===== src/rtl/pgbh_pkg.sv =====
// Shared types, constants and helpers for the point grid binning histogram.
// Used by pgbh_ctrl, pgbh_dp and the top level; no dependencies.
package pgbh_pkg;

  localparam int GRID_SIZE_DEF = 4;
  localparam int COORD_W       = 32;
  localparam int COUNT_W       = 32;
  localparam int CELL_W        = 6;
  localparam int PATH_W        = 6;
  localparam int AXIS_MAX_W    = 4;   // axis index width at the largest grid
  localparam int CFG_IDX_W     = 3;
  localparam int FRAC_W        = 16;  // Q16.16 scale

  // octree child bits within one level
  localparam logic [2:0] OCT_X_BIT = 3'b100;
  localparam logic [2:0] OCT_Y_BIT = 3'b010;
  localparam logic [2:0] OCT_Z_BIT = 3'b001;

  typedef enum logic [CFG_IDX_W-1:0] {
    CFG_MIN_X   = 3'd0,
    CFG_MIN_Y   = 3'd1,
    CFG_MIN_Z   = 3'd2,
    CFG_SCALE_X = 3'd3,
    CFG_SCALE_Y = 3'd4,
    CFG_SCALE_Z = 3'd5
  } cfg_reg_e;

  typedef enum logic {
    REQ_POINT = 1'b0,
    REQ_FLUSH = 1'b1
  } req_type_e;

  typedef struct packed {
    logic                       req_type;
    logic signed [COORD_W-1:0]  coord_x;
    logic signed [COORD_W-1:0]  coord_y;
    logic signed [COORD_W-1:0]  coord_z;
  } in_req_t;

  typedef struct packed {
    logic [CELL_W-1:0]  cell_index;
    logic [PATH_W-1:0]  octree_path;
    logic [COUNT_W-1:0] point_count;
    logic               last;
  } out_res_t;

  // controller -> datapath
  typedef struct packed {
    logic load_pt;    // capture coordinate differences
    logic mul_en;     // scale multiply stage
    logic idx_en;     // clamp and form cell address
    logic rd_en;      // count memory read
    logic scan_sel;   // memory address from scan counter
    logic wr_en;      // count memory write
    logic wr_zero;    // write zero instead of incremented count
    logic scan_rst;
    logic scan_inc;
    logic pend_load;  // hold current scanned cell as pending result
    logic pend_clr;
    logic out_load;   // move pending result to output register
    logic out_last;
  } pgbh_cmd_t;

  // datapath -> controller
  typedef struct packed {
    logic rd_nonzero;
    logic scan_end;
    logic pend_valid;
    logic out_free;
  } pgbh_stat_t;

  // Octree path of a cell: one 3-bit code per level, top level first.
  // Works for grids that are not a power of two by halving the span.
  function automatic logic [PATH_W-1:0] octree_path(
    input logic [AXIS_MAX_W-1:0] ix,
    input logic [AXIS_MAX_W-1:0] iy,
    input logic [AXIS_MAX_W-1:0] iz,
    input int                    grid
  );
    logic [AXIS_MAX_W-1:0]   x;
    logic [AXIS_MAX_W-1:0]   y;
    logic [AXIS_MAX_W-1:0]   z;
    logic [3*AXIS_MAX_W-1:0] code;
    logic [2:0]              lvl;
    int                      span;
    int                      half;
    x    = ix;
    y    = iy;
    z    = iz;
    code = '0;
    span = grid;
    for (int k = 0; k < AXIS_MAX_W; k++) begin
      half = span >> 1;
      if (half != 0) begin
        lvl = '0;
        if (int'(x) >= half) begin
          lvl = lvl | OCT_X_BIT;
          x   = x - AXIS_MAX_W'(half);
        end
        if (int'(y) >= half) begin
          lvl = lvl | OCT_Y_BIT;
          y   = y - AXIS_MAX_W'(half);
        end
        if (int'(z) >= half) begin
          lvl = lvl | OCT_Z_BIT;
          z   = z - AXIS_MAX_W'(half);
        end
        code = {code[3*AXIS_MAX_W-4:0], lvl};
        span = half;
      end
    end
    return code[PATH_W-1:0];
  endfunction

endpackage


===== src/rtl/pgbh_ctrl.sv =====
// Sequencer for the grid binning histogram: point update, flush scan, clear.
// Depends on pgbh_pkg; drives pgbh_dp through pgbh_cmd_t.
module pgbh_ctrl (
  input  logic                clk,
  input  logic                rst,
  input  logic                in_valid,
  output logic                in_ready,
  input  logic                in_req_type,
  input  pgbh_pkg::pgbh_stat_t stat,
  output pgbh_pkg::pgbh_cmd_t  cmd
);
  import pgbh_pkg::*;

  typedef enum logic [8:0] {
    ST_CLR   = 9'b000000001,
    ST_IDLE  = 9'b000000010,
    ST_PMUL  = 9'b000000100,
    ST_PIDX  = 9'b000001000,
    ST_PRD   = 9'b000010000,
    ST_PWR   = 9'b000100000,
    ST_SRD   = 9'b001000000,
    ST_SCHK  = 9'b010000000,
    ST_SLAST = 9'b100000000
  } state_t;

  state_t state;
  state_t state_next;
  logic   accept;

  assign in_ready = (state == ST_IDLE);
  assign accept   = in_valid && in_ready;

  always_ff @(posedge clk) begin
    if (rst) begin
      state <= ST_CLR;
    end else begin
      state <= state_next;
    end
  end

  always_comb begin
    state_next = state;
    cmd        = '0;
    unique case (state)
      ST_CLR: begin
        cmd.scan_sel = 1'b1;
        cmd.wr_en    = 1'b1;
        cmd.wr_zero  = 1'b1;
        cmd.scan_inc = 1'b1;
        if (stat.scan_end) begin
          state_next = ST_IDLE;
        end
      end
      ST_IDLE: begin
        if (accept) begin
          if (in_req_type == REQ_FLUSH) begin
            cmd.scan_rst = 1'b1;
            state_next   = ST_SRD;
          end else begin
            cmd.load_pt = 1'b1;
            state_next  = ST_PMUL;
          end
        end
      end
      ST_PMUL: begin
        cmd.mul_en = 1'b1;
        state_next = ST_PIDX;
      end
      ST_PIDX: begin
        cmd.idx_en = 1'b1;
        state_next = ST_PRD;
      end
      ST_PRD: begin
        cmd.rd_en  = 1'b1;
        state_next = ST_PWR;
      end
      ST_PWR: begin
        cmd.wr_en  = 1'b1;
        state_next = ST_IDLE;
      end
      ST_SRD: begin
        cmd.rd_en    = 1'b1;
        cmd.scan_sel = 1'b1;
        state_next   = ST_SCHK;
      end
      ST_SCHK: begin
        // a new non-empty cell pushes the pending one out; wait for room
        if (!(stat.rd_nonzero && stat.pend_valid && !stat.out_free)) begin
          cmd.scan_sel = 1'b1;
          cmd.wr_en    = 1'b1;
          cmd.wr_zero  = 1'b1;
          if (stat.rd_nonzero) begin
            cmd.pend_load = 1'b1;
            cmd.out_load  = stat.pend_valid;
          end
          if (stat.scan_end) begin
            state_next = ST_SLAST;
          end else begin
            cmd.scan_inc = 1'b1;
            state_next   = ST_SRD;
          end
        end
      end
      ST_SLAST: begin
        if (!stat.pend_valid) begin
          state_next = ST_IDLE;
        end else if (stat.out_free) begin
          cmd.out_load = 1'b1;
          cmd.out_last = 1'b1;
          cmd.pend_clr = 1'b1;
          state_next   = ST_IDLE;
        end
      end
      default: begin
        state_next = ST_CLR;
      end
    endcase
  end

endmodule


===== config.mk =====
export PLATFORM = sky130hd
export DESIGN_NAME = pgbh_ctrl
export DESIGN_NICKNAME = d
export VERILOG_FILES = /design/src/rtl/pgbh_pkg.sv /design/src/rtl/pgbh_ctrl.sv
export SDC_FILE = /design/constraint.sdc
export NUM_CORES = 1
export LEC_CHECK = 0
export ABC_CLOCK_PERIOD_IN_PS = 4300
export BUFFER_PORTS_ARGS = -buffer_cell sky130_fd_sc_hd__buf_2
export CORE_MARGIN = 2
export CORE_UTILIZATION = 52
export CTS_BUF_LIST = sky130_fd_sc_hd__clkbuf_16
export DETAILED_ROUTE_END_ITERATION = 10
export PLACE_DENSITY_LB_ADDON = 0.2
export SLEW_MARGIN = 30
export SYNTH_ARGS = -nofsm -noshare
export SYNTH_HDL_FRONTEND = slang
export SYNTH_SLANG_ARGS = --single-unit

===== constraint.sdc =====
create_clock -name clk -period 4.3 [get_ports clk]
set_input_delay 0.43 -clock clk [delete_from_list [all_inputs] [get_ports clk]]
set_output_delay 0.43 -clock clk [all_outputs]
set_load 0.1 [all_outputs]

[Word level (Yosys, flattened, before mapping)]
Cells that the tools add are included.
Storage, ports and cells
  register bits after elaboration: 9
  bits of input ports: 8
  output and inout bits: 14
  word-level logic and storage cells: 55
Cells by class
  equality and inequality tests: 13
  mux-type cells: 33
  reduce and logical (&&, ||, !) cells: 8
Operator list (count)
  9-bit case mux with 9 select lines: 1
  9-bit 2-to-1 mux: 6
  1-bit 2-to-1 mux: 16
  1-bit case mux with 2 select lines: 5
  9-bit by 1-bit == test with 1-bit output (second input constant): 1
  9-bit by 2-bit == test with 1-bit output (second input constant): 1
  9-bit by 3-bit == test with 1-bit output (second input constant): 1
  9-bit by 4-bit == test with 1-bit output (second input constant): 1
  9-bit by 5-bit == test with 1-bit output (second input constant): 1
  9-bit by 6-bit == test with 1-bit output (second input constant): 1
  9-bit by 7-bit == test with 1-bit output (second input constant): 1
  9-bit by 8-bit == test with 1-bit output (second input constant): 1
  9-bit == test (second input constant): 1
  3-bit 2-to-1 mux: 3
  7-bit 2-to-1 mux: 1
  2-bit OR reduction: 3
  2-bit inequality test (second input constant): 2
  4-bit AND reduction: 1
  1-bit logical AND: 3
  3-bit inequality test (second input constant): 1
  2-bit 2-to-1 mux: 1
  2-bit by 1-bit inequality test with 1-bit output (second input constant): 1
  1-bit logical NOT: 1

[Logic depth before layout (Yosys ltp)]
Gate-level depths: netlist of run 1.
  depth after elaboration: 4
  gate-level depth with buffers: 7
  depth with buffers taken out: 6

[Worst setup path before layout of run 1]
Ideal clock, no wire load.
  kind: register -> output
  start point: register state[8]
  end point: output cmd[4] in the netlist's numbering
  arrival time: 3.185 ns
  slack: 0.685 ns
  stages on the path, launching flop included: 7
  path buffers: 1
  cell sequence: dfxtp_1 > buf_4 > nor3_2 > and2_1 > and4b_1 > nand2_1 > o21ai_0
RTL lines
  start, declared: line pgbh_ctrl.sv:26  | state_t state;
  start signal, assigned: line pgbh_ctrl.sv:37  | state <= state_next;
  end, declared: line pgbh_ctrl.sv:10  | output pgbh_pkg::pgbh_cmd_t cmd

==> key figures, run 1 <==
Status
  • Outcome: finished clean

Route
  • Remaining routing DRC violations: 0
  • DR WL/cell: 13.4 µm
  • Post-DR vias/cell: 5.79
  • Final WL: 1710 µm
  • First-pass DRT Iterations: 4
  • Number of vias after detailed routing: 741
  • DR iter-0 viols: 26
  • Number of nets with antenna violations after detailed routing: 0

STA
  • Unrepaired setup endpoints after global routing: no
  • Max-slew violations: 0
  • Fin crit share: 0.575
  • Post-route minimum period: 2470 ps
  • Final number of hold-violating endpoints: 0
  • Slew at the pin closest to its max-slew limit: 614 ps
  • Largest clock skew in the final design: 1.49 ps
  • Maximum operating frequency: 404 MHz
  • Slew HR: 0.587
  • Final TNS setup: 0 ps
  • Count of endpoints failing setup in the final report: 0

CTS
  • Insertion delay to the later sink of the worst-skew pair: 230 ps
  • Clock Sink Count: 9
  • Clk root buf: sky130_fd_sc_hd__clkbuf_16
  • Number of buffers inserted to repair setup after CTS: 0
  • Number of buffers on the longest clock path: 2
  • Reg clk slew, reported paths: 40 ps
  • Number of buffers inserted during clock tree synthesis: 3
  • Post-CTS Hold Buffers: 0
  • TritonCTS clock tree: built
  • Quantity of gates resized following cts: 0
  • CTS HTree Levels: 1

Floorplan
  • Number of primary I/O pins: 22
  • Die span in x: 40.4 µm
  • Die Ht: 40.4 µm
  • Area enclosed by the die boundary: 1630 µm²
  • Initial core utilization: 0.543
  • Core region area: 1270 µm²
  • Count of standard-cell rows: 13

Worst setup path
  • Required time of the worst setup path: 3870 ps
  • Crit path arrival time: 2040 ps
  • Launch instance of the worst register-to-register path: state[6]
  • Slowest CP cell: sky130_fd_sc_hd__nor4_1
  • Delay of the slowest cell on the worst path: 590 ps
  • First element of the critical path: state[7]
  • Crit path buffers/inverters: 1
  • Kind of critical path: reg -> out
  • Family with the most delay on the worst path: simple AND/OR/NAND/NOR gates
  • Crit path cell chain: nor4_1, nand2_1, nor3_1, buf_2
  • Setup crit end kind: output pin
  • Largest fanout of any net on the critical path: 9
  • Startpoint type of the worst setup path: flip-flop

Synthesis
  • Count of distinct cell types in the synthesized netlist: 38
  • Area of the mapped netlist: 689 µm²
  • Yosys warnings: 0
  • Number of standard cells after synthesis: 93
  • Sequential fraction of the synthesis area: 0.261
  • Number of storage elements in the synthesis netlist: 9
  • Net count of the mapped netlist: 101
  • Per-instance average area after synthesis: 7.41 µm²

Placement
  • Half-perimeter wire length after placement: 1240 µm
  • Placer congestion estimate: 0.948
  • Port bufs: 21

Final layout
  • Share of final-layout standard cells stronger than drive strength 1: 0.274
  • Number of nets in the final layout: 122
  • Multi-input gate area: 454 µm²
  • Flip-flop count of the largest register after layout: 9
  • Combined flip-flop and latch cell area: 180 µm²
  • Area added between synthesis and finish: 24.1%
  • Fill cell total of the finished layout: 112
  • Inserted Diodes: 0
  • Register containing the most flip-flops in the final layout: state
  • Largest registers: state (9)

Power and ir drop
  • Peak supply drop: 0.000381 V
  • Final total power: 494 µW
  • Pwr per Cell Area: 577 nW/µm²
  • Leak Pwr: 0.000382 µW

Flow run
  • Number of maximum-capacitance constraint violations: 0

Global route
  • Global-route usage over all layers: 0.242
  • Number of antenna violations at the first check in global routing: 0
  • Vias in the first global route: 577
  • Congestion Overflow GR: 0
  • Largest net degree at the start of global routing: 12
  • Global-route met2 utilization: 0.353
  • Wire length of the first global-routing pass: 2510 µm
  • Met1 Usage GRT: 0.308
  • Most crowded layer after global routing: met2
  • Met3 GRT Util: 0.0722

Min path
  • Startpoint of the tightest hold check path: in_req_type
  • Hold/Removal Path Class: in -> reg
## placed cells by master, fill, tap and decap left out, drive strengths merged, types with 2 or more instances in the layout
cell type and count:
inv 6, nor3b 3, nand3 5, nor2b 3
xor2 2, clkbuf 3, or3 2, a211oi 2
dfxtp 9, o21ai 9, nor2 12, nand2 10
a21oi 2, buf 21, nor3 6
## path summary, 6_finish.rpt
| kind | to | slack, ps | cells after the start |
|---|---|---|---|
| min reg2reg | state[5] | 550 | 2 |
| max reg2reg | state[5] | 2670 | 5 |
| min | state[2] | 400 | 2 |
| max | cmd[9] | 1830 | 4 |
## power breakdown
part           switching [µW]  total [µW]  internal (µW)
clock                    40.9         162            122
combinational             183         228           45.4
sequential               13.4         103           89.2
total                     237         494            256
## cells in the mapped netlist
cell / count / area, µm²
sky130_fd_sc_hd__nor3b_1: 3 / 22.5
sky130_fd_sc_hd__o21a_1: 1 / 7.51
sky130_fd_sc_hd__a32oi_1: 1 / 8.76
sky130_fd_sc_hd__nand4_1: 1 / 6.26
sky130_fd_sc_hd__buf_4: 2 / 15.0
sky130_fd_sc_hd__and2_1: 1 / 6.26
sky130_fd_sc_hd__nor4b_2: 1 / 15.0
sky130_fd_sc_hd__nand2_1: 10 / 37.5
sky130_fd_sc_hd__xor2_1: 2 / 17.5
sky130_fd_sc_hd__a22oi_1: 1 / 7.51
sky130_fd_sc_hd__nand2b_1: 1 / 6.26
sky130_fd_sc_hd__and3_1: 1 / 6.26
sky130_fd_sc_hd__o22ai_1: 1 / 6.26
sky130_fd_sc_hd__mux2_2: 1 / 11.3
sky130_fd_sc_hd__nor2b_1: 3 / 18.8
sky130_fd_sc_hd__inv_1: 5 / 18.8
sky130_fd_sc_hd__nor3_1: 2 / 10.0
sky130_fd_sc_hd__buf_6: 1 / 11.3
sky130_fd_sc_hd__buf_2: 2 / 10.0
sky130_fd_sc_hd__nand3b_1: 1 / 7.51
sky130_fd_sc_hd__a21oi_1: 2 / 10.0
sky130_fd_sc_hd__dfxtp_1: 9 / 180
sky130_fd_sc_hd__nor3_4: 1 / 16.3
sky130_fd_sc_hd__nor3_2: 3 / 30.0
sky130_fd_sc_hd__nand4b_1: 1 / 8.76
sky130_fd_sc_hd__or3_4: 1 / 11.3
sky130_fd_sc_hd__o21ai_1: 1 / 5.00
sky130_fd_sc_hd__a211oi_1: 2 / 15.0
sky130_fd_sc_hd__nand3_1: 5 / 25.0
sky130_fd_sc_hd__xnor2_1: 1 / 8.76
sky130_fd_sc_hd__or2_1: 1 / 6.26
sky130_fd_sc_hd__a31oi_1: 1 / 6.26
sky130_fd_sc_hd__o21ai_0: 8 / 40.0
sky130_fd_sc_hd__nor2_1: 12 / 45.0
sky130_fd_sc_hd__and4b_1: 1 / 10.0
sky130_fd_sc_hd__nor4_1: 1 / 6.26
sky130_fd_sc_hd__or3_1: 1 / 6.26
sky130_fd_sc_hd__or3b_1: 1 / 8.76
## kinds of logic after synthesis
group,after synthesis,synth area share
muxes,1,0.0163
and+or+nand+nor,52,0.450
DFF,9,0.261
AOI/OAI and AO/OA,18,0.154
xor gates and xnor gates,3,0.0381
buffers and inverters,10,0.0799
## layout make-up
type | instances | share of cell area
tap | 15 | 0.0219
inverter | 5 | 0.0219
timing repair buffer | 21 | 0.123
multi-input combinational | 74 | 0.531
sequential | 9 | 0.211
clock buffer | 3 | 0.0877
clock inverter | 1 | 0.00439
## worst register-to-register path: cells and delay by family (launching register included)
| family | cells | cell delay [ps] |
|---|---|---|
| simple gates | 4 | 850 |
| compound gates | 1 | 140 |
| flops | 1 | 570 |
## per-layer routing
metal	wire, µm	share of wire
met4	21	0.012
met3	107	0.063
met5	0	0
met1	743	0.43
met2	837	0.49
## metrics by stage
step | setup slack, ps | hold slack [ps] | std cells | utilization | area, µm²
after CTS | 1850 | 402 | 128 | 0.675 | 856
after floorplan | 685 | 499 | 93 | - | 689
after global routing | 1660 | 416 | 128 | 0.675 | 856
after global placement | 2080 | 542 | 124 | 0.612 | 777
final | 1830 | 403 | 128 | 0.675 | 856
after detailed placement | 2110 | 551 | 124 | 0.612 | 777
Note: power is estimated with default switching activity, not from simulation.
==> run 2: changes to the inputs <==
--- a/config.mk
+++ b/config.mk
@@ -5,10 +5,10 @@
 export SDC_FILE = /design/constraint.sdc
 export NUM_CORES = 1
 export LEC_CHECK = 0
-export ABC_CLOCK_PERIOD_IN_PS = 4300
+export ABC_CLOCK_PERIOD_IN_PS = 2500
 export BUFFER_PORTS_ARGS = -buffer_cell sky130_fd_sc_hd__buf_2
 export CORE_MARGIN = 2
-export CORE_UTILIZATION = 52
+export CORE_UTILIZATION = 48
 export CTS_BUF_LIST = sky130_fd_sc_hd__clkbuf_16
 export DETAILED_ROUTE_END_ITERATION = 10
 export PLACE_DENSITY_LB_ADDON = 0.2
==> constraint.sdc (replaced) <==
create_clock -name clk -period 2.5 [get_ports clk]
set_input_delay 0.25 -clock clk [delete_from_list [all_inputs] [get_ports clk]]
set_output_delay 0.25 -clock clk [all_outputs]
set_load 0.1 [all_outputs]
==> key figures, run 2 (synthesized netlist as in run 1, its figures left out) <==
STA
  • Final number of hold-violating endpoints: 0 (unchanged)
  • Unrepaired setup endpoints after global routing: no (unchanged)
  • Maximum operating frequency: 431 MHz
  • Largest clock skew in the final design: 0.384 ps (was 1.49 ps)
  • Post-route minimum period: 2320 ps
  • Fin crit share: 0.928
  • Slew HR: 0.657 (was 0.587)
  • Count of endpoints failing setup in the final report: 0 (unchanged)
  • Max-slew violations: 0 (unchanged)
  • Slew at the pin closest to its max-slew limit: 514 ps (was 614 ps)

Placement
  • Port bufs: 21 (unchanged)
  • Instance count after placement with tap cells included: 124 (unchanged)
  • Placer congestion estimate: 0.912 (was 0.948)
  • Half-perimeter wire length after placement: 1270 µm (was 1240 µm)

Final layout
  • Inserted Diodes: 0 (unchanged)
  • Area added between synthesis and finish: 29.6% (was 24.1%)
  • Flip-flop count of the largest register after layout: 9 (unchanged)
  • Register containing the most flip-flops in the final layout: state (unchanged)
  • Most frequent standard cell in the layout excluding fill and tap cells: sky130_fd_sc_hd__buf_2 (unchanged)
  • Largest registers: state (9) (unchanged)
  • Fill cell total of the finished layout: 105 (was 112)
  • Commonest cells after routing, fill and taps aside: 21 x sky130_fd_sc_hd__buf_2, 10 x sky130_fd_sc_hd__nor2_1, 10 x sky130_fd_sc_hd__nand2_1 (was 21 x sky130_fd_sc_hd__buf_2, 12 x sky130_fd_sc_hd__nor2_1, 10 x sky130_fd_sc_hd__nand2_1)
  • Post-layout instance count excluding filler cells: 128 (unchanged)
  • Number of nets in the final layout: 122 (unchanged)
  • Share of final-layout standard cells stronger than drive strength 1: 0.336 (was 0.274)

Route
  • Final WL: 1870 µm (was 1710 µm)
  • Number of vias after detailed routing: 768 (was 741)
  • First-pass DRT Iterations: 4 (unchanged)
  • DR WL/cell: 14.6 µm (was 13.4 µm)
  • Post-DR vias/cell: 6.00 (was 5.79)
  • Number of nets with antenna violations after detailed routing: 0 (unchanged)
  • DR iter-0 viols: 29 (was 26)
  • Remaining routing DRC violations: 0 (unchanged)

Worst setup path
  • Family with the most delay on the worst path: simple AND/OR/NAND/NOR gates (unchanged)
  • Required time of the worst setup path: 2250 ps (was 3870 ps)
  • Kind of critical path: reg -> out (unchanged)
  • Delay of the slowest cell on the worst path: 430 ps (was 590 ps)
  • Crit path cell chain: nor3_2, and2_1, and4b_1, nand2_1, a21oi_2, buf_2 (was nor4_1, nand2_1, nor3_1, buf_2)
  • Worst reg2reg path endpoint: state[5] (unchanged)
  • Launch instance of the worst register-to-register path: state[1] (was state[6])
  • Startpoint type of the worst setup path: flip-flop (unchanged)
  • Largest fanout of any net on the critical path: 8 (was 9)
  • Slowest CP cell: sky130_fd_sc_hd__buf_2 (was sky130_fd_sc_hd__nor4_1)
  • FF-to-FF setup slack: 760 ps (was 2670 ps)
  • Crit path buffers/inverters: 1 (unchanged)
  • Setup crit end kind: output pin (unchanged)
  • Crit path arrival time: 2070 ps (was 2040 ps)
  • Length in cells of the worst reg-to-reg path: 5 (unchanged)

Min path
  • Worst hold stages: 2 (unchanged)
  • Hold/Removal Path Class: in -> reg (unchanged)
  • Hold-critical path endpoint: state[2] (unchanged)
  • Startpoint of the tightest hold check path: in_req_type (unchanged)

Floorplan
  • Die span in x: 41.9 µm (was 40.4 µm)
  • Core region area: 1320 µm² (was 1270 µm²)
  • Initial core utilization: 0.523 (was 0.543)
  • Count of standard-cell rows: 13 (unchanged)
  • Area enclosed by the die boundary: 1760 µm² (was 1630 µm²)
  • Number of primary I/O pins: 22 (unchanged)
  • Die Ht: 41.9 µm (was 40.4 µm)

CTS
  • Clock Sink Count: 9 (unchanged)
  • CTS HTree Levels: 1 (unchanged)
  • Reg clk slew, reported paths: 40 ps (about the same)
  • Number of buffers on the longest clock path: 2 (unchanged)
  • Number of buffers inserted during clock tree synthesis: 3 (unchanged)
  • Number of buffers inserted to repair setup after CTS: 0 (unchanged)
  • Clk root buf: sky130_fd_sc_hd__clkbuf_16 (unchanged)
  • TritonCTS clock tree: built (unchanged)
  • Post-CTS Hold Buffers: 0 (unchanged)
  • Insertion delay to the later sink of the worst-skew pair: 240 ps (was 230 ps)

Power and ir drop
  • Pwr per Cell Area: 968 nW/µm² (was 577 nW/µm²)
  • Relative contribution of combinational cells to total power: 0.466 (was 0.463)
  • Internal power: 444 µW (was 256 µW)
  • Share of total power in the clock network: 0.325 (was 0.329)
  • Sequential share of power: 0.209 (was 0.208)
  • Peak supply drop: 0.000902 V (was 0.000381 V)
  • Share of total power consumed by net switching: 0.487 (was 0.481)
  • Leak Pwr: 0.000386 µW (was 0.000382 µW)
  • Final total power: 864 µW (was 494 µW)
  • Switch Pwr: 421 µW (was 237 µW)

Global route
  • Number of antenna violations at the first check in global routing: 0 (unchanged)
  • Vias in the first global route: 684 (was 577)
  • Largest net degree at the start of global routing: 12 (unchanged)
  • Congestion Overflow GR: 0 (unchanged)
  • Global-route usage over all layers: 0.227 (was 0.242)
  • Wire length of the first global-routing pass: 3020 µm (was 2510 µm)

Status
  • Outcome: finished clean (unchanged)

Flow run
  • Number of maximum-capacitance constraint violations: 0 (unchanged)
[run 2: cell counts in the layout (fill, tap and decap cells not counted)]
No cell type changed its count.
[run 2: repair_timing]
| item | CTS | global route |
|---|---|---|
| endpoints found under the setup margin | 0 | 1 |
| resized for setup | 0 | 1 |
| endpoints found under the hold margin | 0 | 0 |
[run 2: per-stage QoR]
step	hold slack, ps	cell area [µm²]	setup TNS, ps	utilization	setup WS [ps]
after floorplan	319	721	-179	-	-179
after global placement	471	808	0	0.613	391
after detailed placement	479	808	0	0.613	470
after CTS	234	887	0	0.673	205
after global routing	239	893	0	0.678	5.66
final	234	893	0	0.678	181
[run 2: metal layers]
layer | wire (µm) | up-vias | GRT usage | part of all wire
met3 | 135 | 11 | 0.0522 | 0.072
met2 | 842 | 46 | 0.325 | 0.45
met1 | 816 | 343 | 0.304 | 0.44
met5 | 0 | - | 0 | 0
met4 | 71 | 0 | 0.135 | 0.038
li1 | - | 368 | - | -
[run 2: worst max path at each step]
stage | from | endpoint | slack [ps] | depth (start not counted)
3_3_place_gp | state[7] | cmd[9] | 390 | 4
4_1_cts | state[7] | cmd[9] | 200 | 4
5_1_grt | state[8] | cmd[1] | 6 | 6
2_1_floorplan | state[8] | cmd[4] | -180 | 6
3_5_place_dp | state[7] | cmd[9] | 470 | 4
6_report | state[8] | cmd[1] | 180 | 6
[run 2: area by class of cell]
type                            count  area (µm²)  share of cell area
Clock buffer                        3        75.1              0.0840
Multi-Input combinational cell     74         492               0.550
Clock inverter                      1        3.75             0.00420
Timing Repair Buffer               21         105               0.118
Inverter                            5        18.8              0.0210
Sequential cell                     9         180               0.202
Tap cell                           15        18.8              0.0210
[run 2: power by group through the flow]
stage	registers, µW	clock network (µW)	logic, µW
CTS	178	282	398
detailed placement	179	0	395
finish	181	281	403
floorplan	165	0	356
global placement	179	0	398
global route	182	293	424
==> run 3: changes to the inputs <==
--- a/config.mk
+++ b/config.mk
@@ -9,7 +9,7 @@
 export BUFFER_PORTS_ARGS = -buffer_cell sky130_fd_sc_hd__buf_2
 export CORE_MARGIN = 2
 export CORE_UTILIZATION = 48
-export CTS_BUF_LIST = sky130_fd_sc_hd__clkbuf_16
+export CTS_BUF_LIST = sky130_fd_sc_hd__clkbuf_8 sky130_fd_sc_hd__clkbuf_16
 export DETAILED_ROUTE_END_ITERATION = 10
 export PLACE_DENSITY_LB_ADDON = 0.2
 export SLEW_MARGIN = 30
==> key figures, run 3 (synthesized netlist as in run 1, its figures left out) <==
Final layout
  • Post-layout instance count excluding filler cells: 128 (unchanged)
  • Most frequent standard cell in the layout excluding fill and tap cells: sky130_fd_sc_hd__buf_2 (unchanged)
  • Flip-flop count of the largest register after layout: 9 (unchanged)
  • Number of nets in the final layout: 122 (unchanged)
  • Commonest cells after routing, fill and taps aside: 21 x sky130_fd_sc_hd__buf_2, 10 x sky130_fd_sc_hd__nor2_1, 10 x sky130_fd_sc_hd__nand2_1 (unchanged)
  • Inserted Diodes: 0 (unchanged)
  • Area added between synthesis and finish: 24.7% (was 29.6%)
  • Largest registers: state (9) (unchanged)
  • Finished Core Util: 0.652 (was 0.678)
  • Register containing the most flip-flops in the final layout: state (unchanged)
  • Share of final-layout standard cells stronger than drive strength 1: 0.336 (unchanged)
  • Fill cell total of the finished layout: 113 (was 105)

STA
  • Post-route minimum period: 2310 ps (was 2320 ps)
  • Max-slew violations: 0 (unchanged)
  • Slew at the pin closest to its max-slew limit: 502 ps (was 514 ps)
  • Maximum operating frequency: 433 MHz (was 431 MHz)
  • Fin crit share: 0.923 (was 0.928)
  • Slew HR: 0.665 (was 0.657)
  • Final number of hold-violating endpoints: 0 (unchanged)
  • Count of endpoints failing setup in the final report: 0 (unchanged)
  • Unrepaired setup endpoints after global routing: no (unchanged)
  • Largest clock skew in the final design: 0.647 ps (was 0.384 ps)

CTS
  • Number of buffers inserted during clock tree synthesis: 3 (unchanged)
  • Number of buffers inserted to repair setup after CTS: 0 (unchanged)
  • TritonCTS clock tree: built (unchanged)
  • CTS HTree Levels: 1 (unchanged)
  • Post-CTS Hold Buffers: 0 (unchanged)
  • Number of buffers on the longest clock path: 2 (unchanged)
  • Reg clk slew, reported paths: 50 ps (was 40 ps)
  • Insertion delay to the later sink of the worst-skew pair: 240 ps (about the same)
  • Clk root buf: sky130_fd_sc_hd__clkbuf_8 (was sky130_fd_sc_hd__clkbuf_16)
  • Clock Sink Count: 9 (unchanged)

Flow run
  • Number of maximum-capacitance constraint violations: 0 (unchanged)

Global route
  • Largest net degree at the start of global routing: 12 (unchanged)
  • Wire length of the first global-routing pass: 2950 µm (was 3020 µm)
  • Vias in the first global route: 675 (was 684)
  • Global-route usage over all layers: 0.223 (was 0.227)
  • Congestion Overflow GR: 0 (unchanged)
  • Number of antenna violations at the first check in global routing: 0 (unchanged)

Floorplan
  • Die Ht: 41.9 µm (unchanged)
  • Initial core utilization: 0.523 (unchanged)
  • Number of primary I/O pins: 22 (unchanged)
  • Count of standard-cell rows: 13 (unchanged)
  • Core region area: 1320 µm² (unchanged)
  • Area enclosed by the die boundary: 1760 µm² (unchanged)
  • Die span in x: 41.9 µm (unchanged)

Power and ir drop
  • Pwr per Cell Area: 878 nW/µm² (was 968 nW/µm²)
  • Peak supply drop: 0.000917 V (was 0.000902 V)
  • Leak Pwr: 0.000371 µW (was 0.000386 µW)
  • Final total power: 754 µW (was 864 µW)

Worst setup path
  • Setup crit end kind: output pin (unchanged)
  • Required time of the worst setup path: 2250 ps (about the same)
  • Crit path arrival time: 2060 ps (was 2070 ps)
  • Largest fanout of any net on the critical path: 8 (unchanged)
  • Kind of critical path: reg -> out (unchanged)
  • Startpoint type of the worst setup path: flip-flop (unchanged)

Route
  • Post-DR vias/cell: 5.85 (was 6.00)
  • Number of nets with antenna violations after detailed routing: 0 (unchanged)
  • Number of vias after detailed routing: 749 (was 768)
  • DR WL/cell: 14.1 µm (was 14.6 µm)
  • Remaining routing DRC violations: 0 (unchanged)
  • First-pass DRT Iterations: 4 (unchanged)
  • DR iter-0 viols: 38 (was 29)
  • Final WL: 1800 µm (was 1870 µm)

Placement
  • Half-perimeter wire length after placement: 1270 µm (unchanged)
  • Instance count after placement with tap cells included: 124 (unchanged)
  • Placer congestion estimate: 0.912 (unchanged)
  • Port bufs: 21 (unchanged)

Status
  • Outcome: finished clean (unchanged)

Min path
  • Hold/Removal Path Class: in -> reg (unchanged)
run 3: stage by stage:
step / setup slack, ps / hold slack (ps) / area, µm² / TNS (ps)
2_1_floorplan: -179 / 319 / 721 / -179
3_3_place_gp: 391 / 471 / 808 / 0
3_5_place_dp: 470 / 479 / 808 / 0
4_1_cts: 198 / 232 / 853 / 0
5_1_grt: 43.6 / 233 / 860 / 0
6_report: 193 / 227 / 860 / 0
run 3: metal layers:
| metal | track usage | vias to the layer above | share of wire |
|---|---|---|---|
| li1 | - | 365 | - |
| met2 | 0.322 | 42 | 0.43 |
| met4 | 0.129 | 0 | 0.033 |
| met5 | 0 | - | 0 |
| met1 | 0.298 | 330 | 0.46 |
| met3 | 0.0522 | 12 | 0.073 |
run 3: final cells by class:
class	count	area, µm²	share of cell area
inverters	5	18.8	0.0218
repair buffers	21	105	0.122
flip-flops and latches	9	180	0.210
multi-input cells	74	492	0.572
clock buffers	3	41.3	0.0480
clock inverters	1	3.75	0.00437
well taps	15	18.8	0.0218
run 3: path summary, 6_finish.rpt:
check                                  from  endpoint  slack, ps  depth (start not counted)
worst max-delay path               state[8]    cmd[1]        190                          6
worst min-delay path            in_req_type  state[2]        230                          2
worst max register to register     state[1]  state[5]        780                          5
worst min register to register     state[4]  state[5]        560                          2
run 3: worst max-delay path, stage by stage, from the launching register on:
cell	delay (ps)
sky130_fd_sc_hd__dfxtp_1	390
sky130_fd_sc_hd__nor3_2	210
sky130_fd_sc_hd__and2_1	200
sky130_fd_sc_hd__and4b_1	330
sky130_fd_sc_hd__nand2_1	130
sky130_fd_sc_hd__a21oi_2	130
sky130_fd_sc_hd__buf_2	430
run 3: repair_timing:
item / CTS / global route
endpoints found under the setup margin: 0 / 1
hold endpoints to repair: 0 / 0
resized for setup: 0 / 1
run 3: report_power, final:
group | internal [µW] | leakage, µW | switching (µW)
sequential | 153 | 0.0000730 | 25.2
clock | 108 | 0.0000269 | 65.2
combinational | 81.3 | 0.000271 | 322
total | 342 | 0.000371 | 412
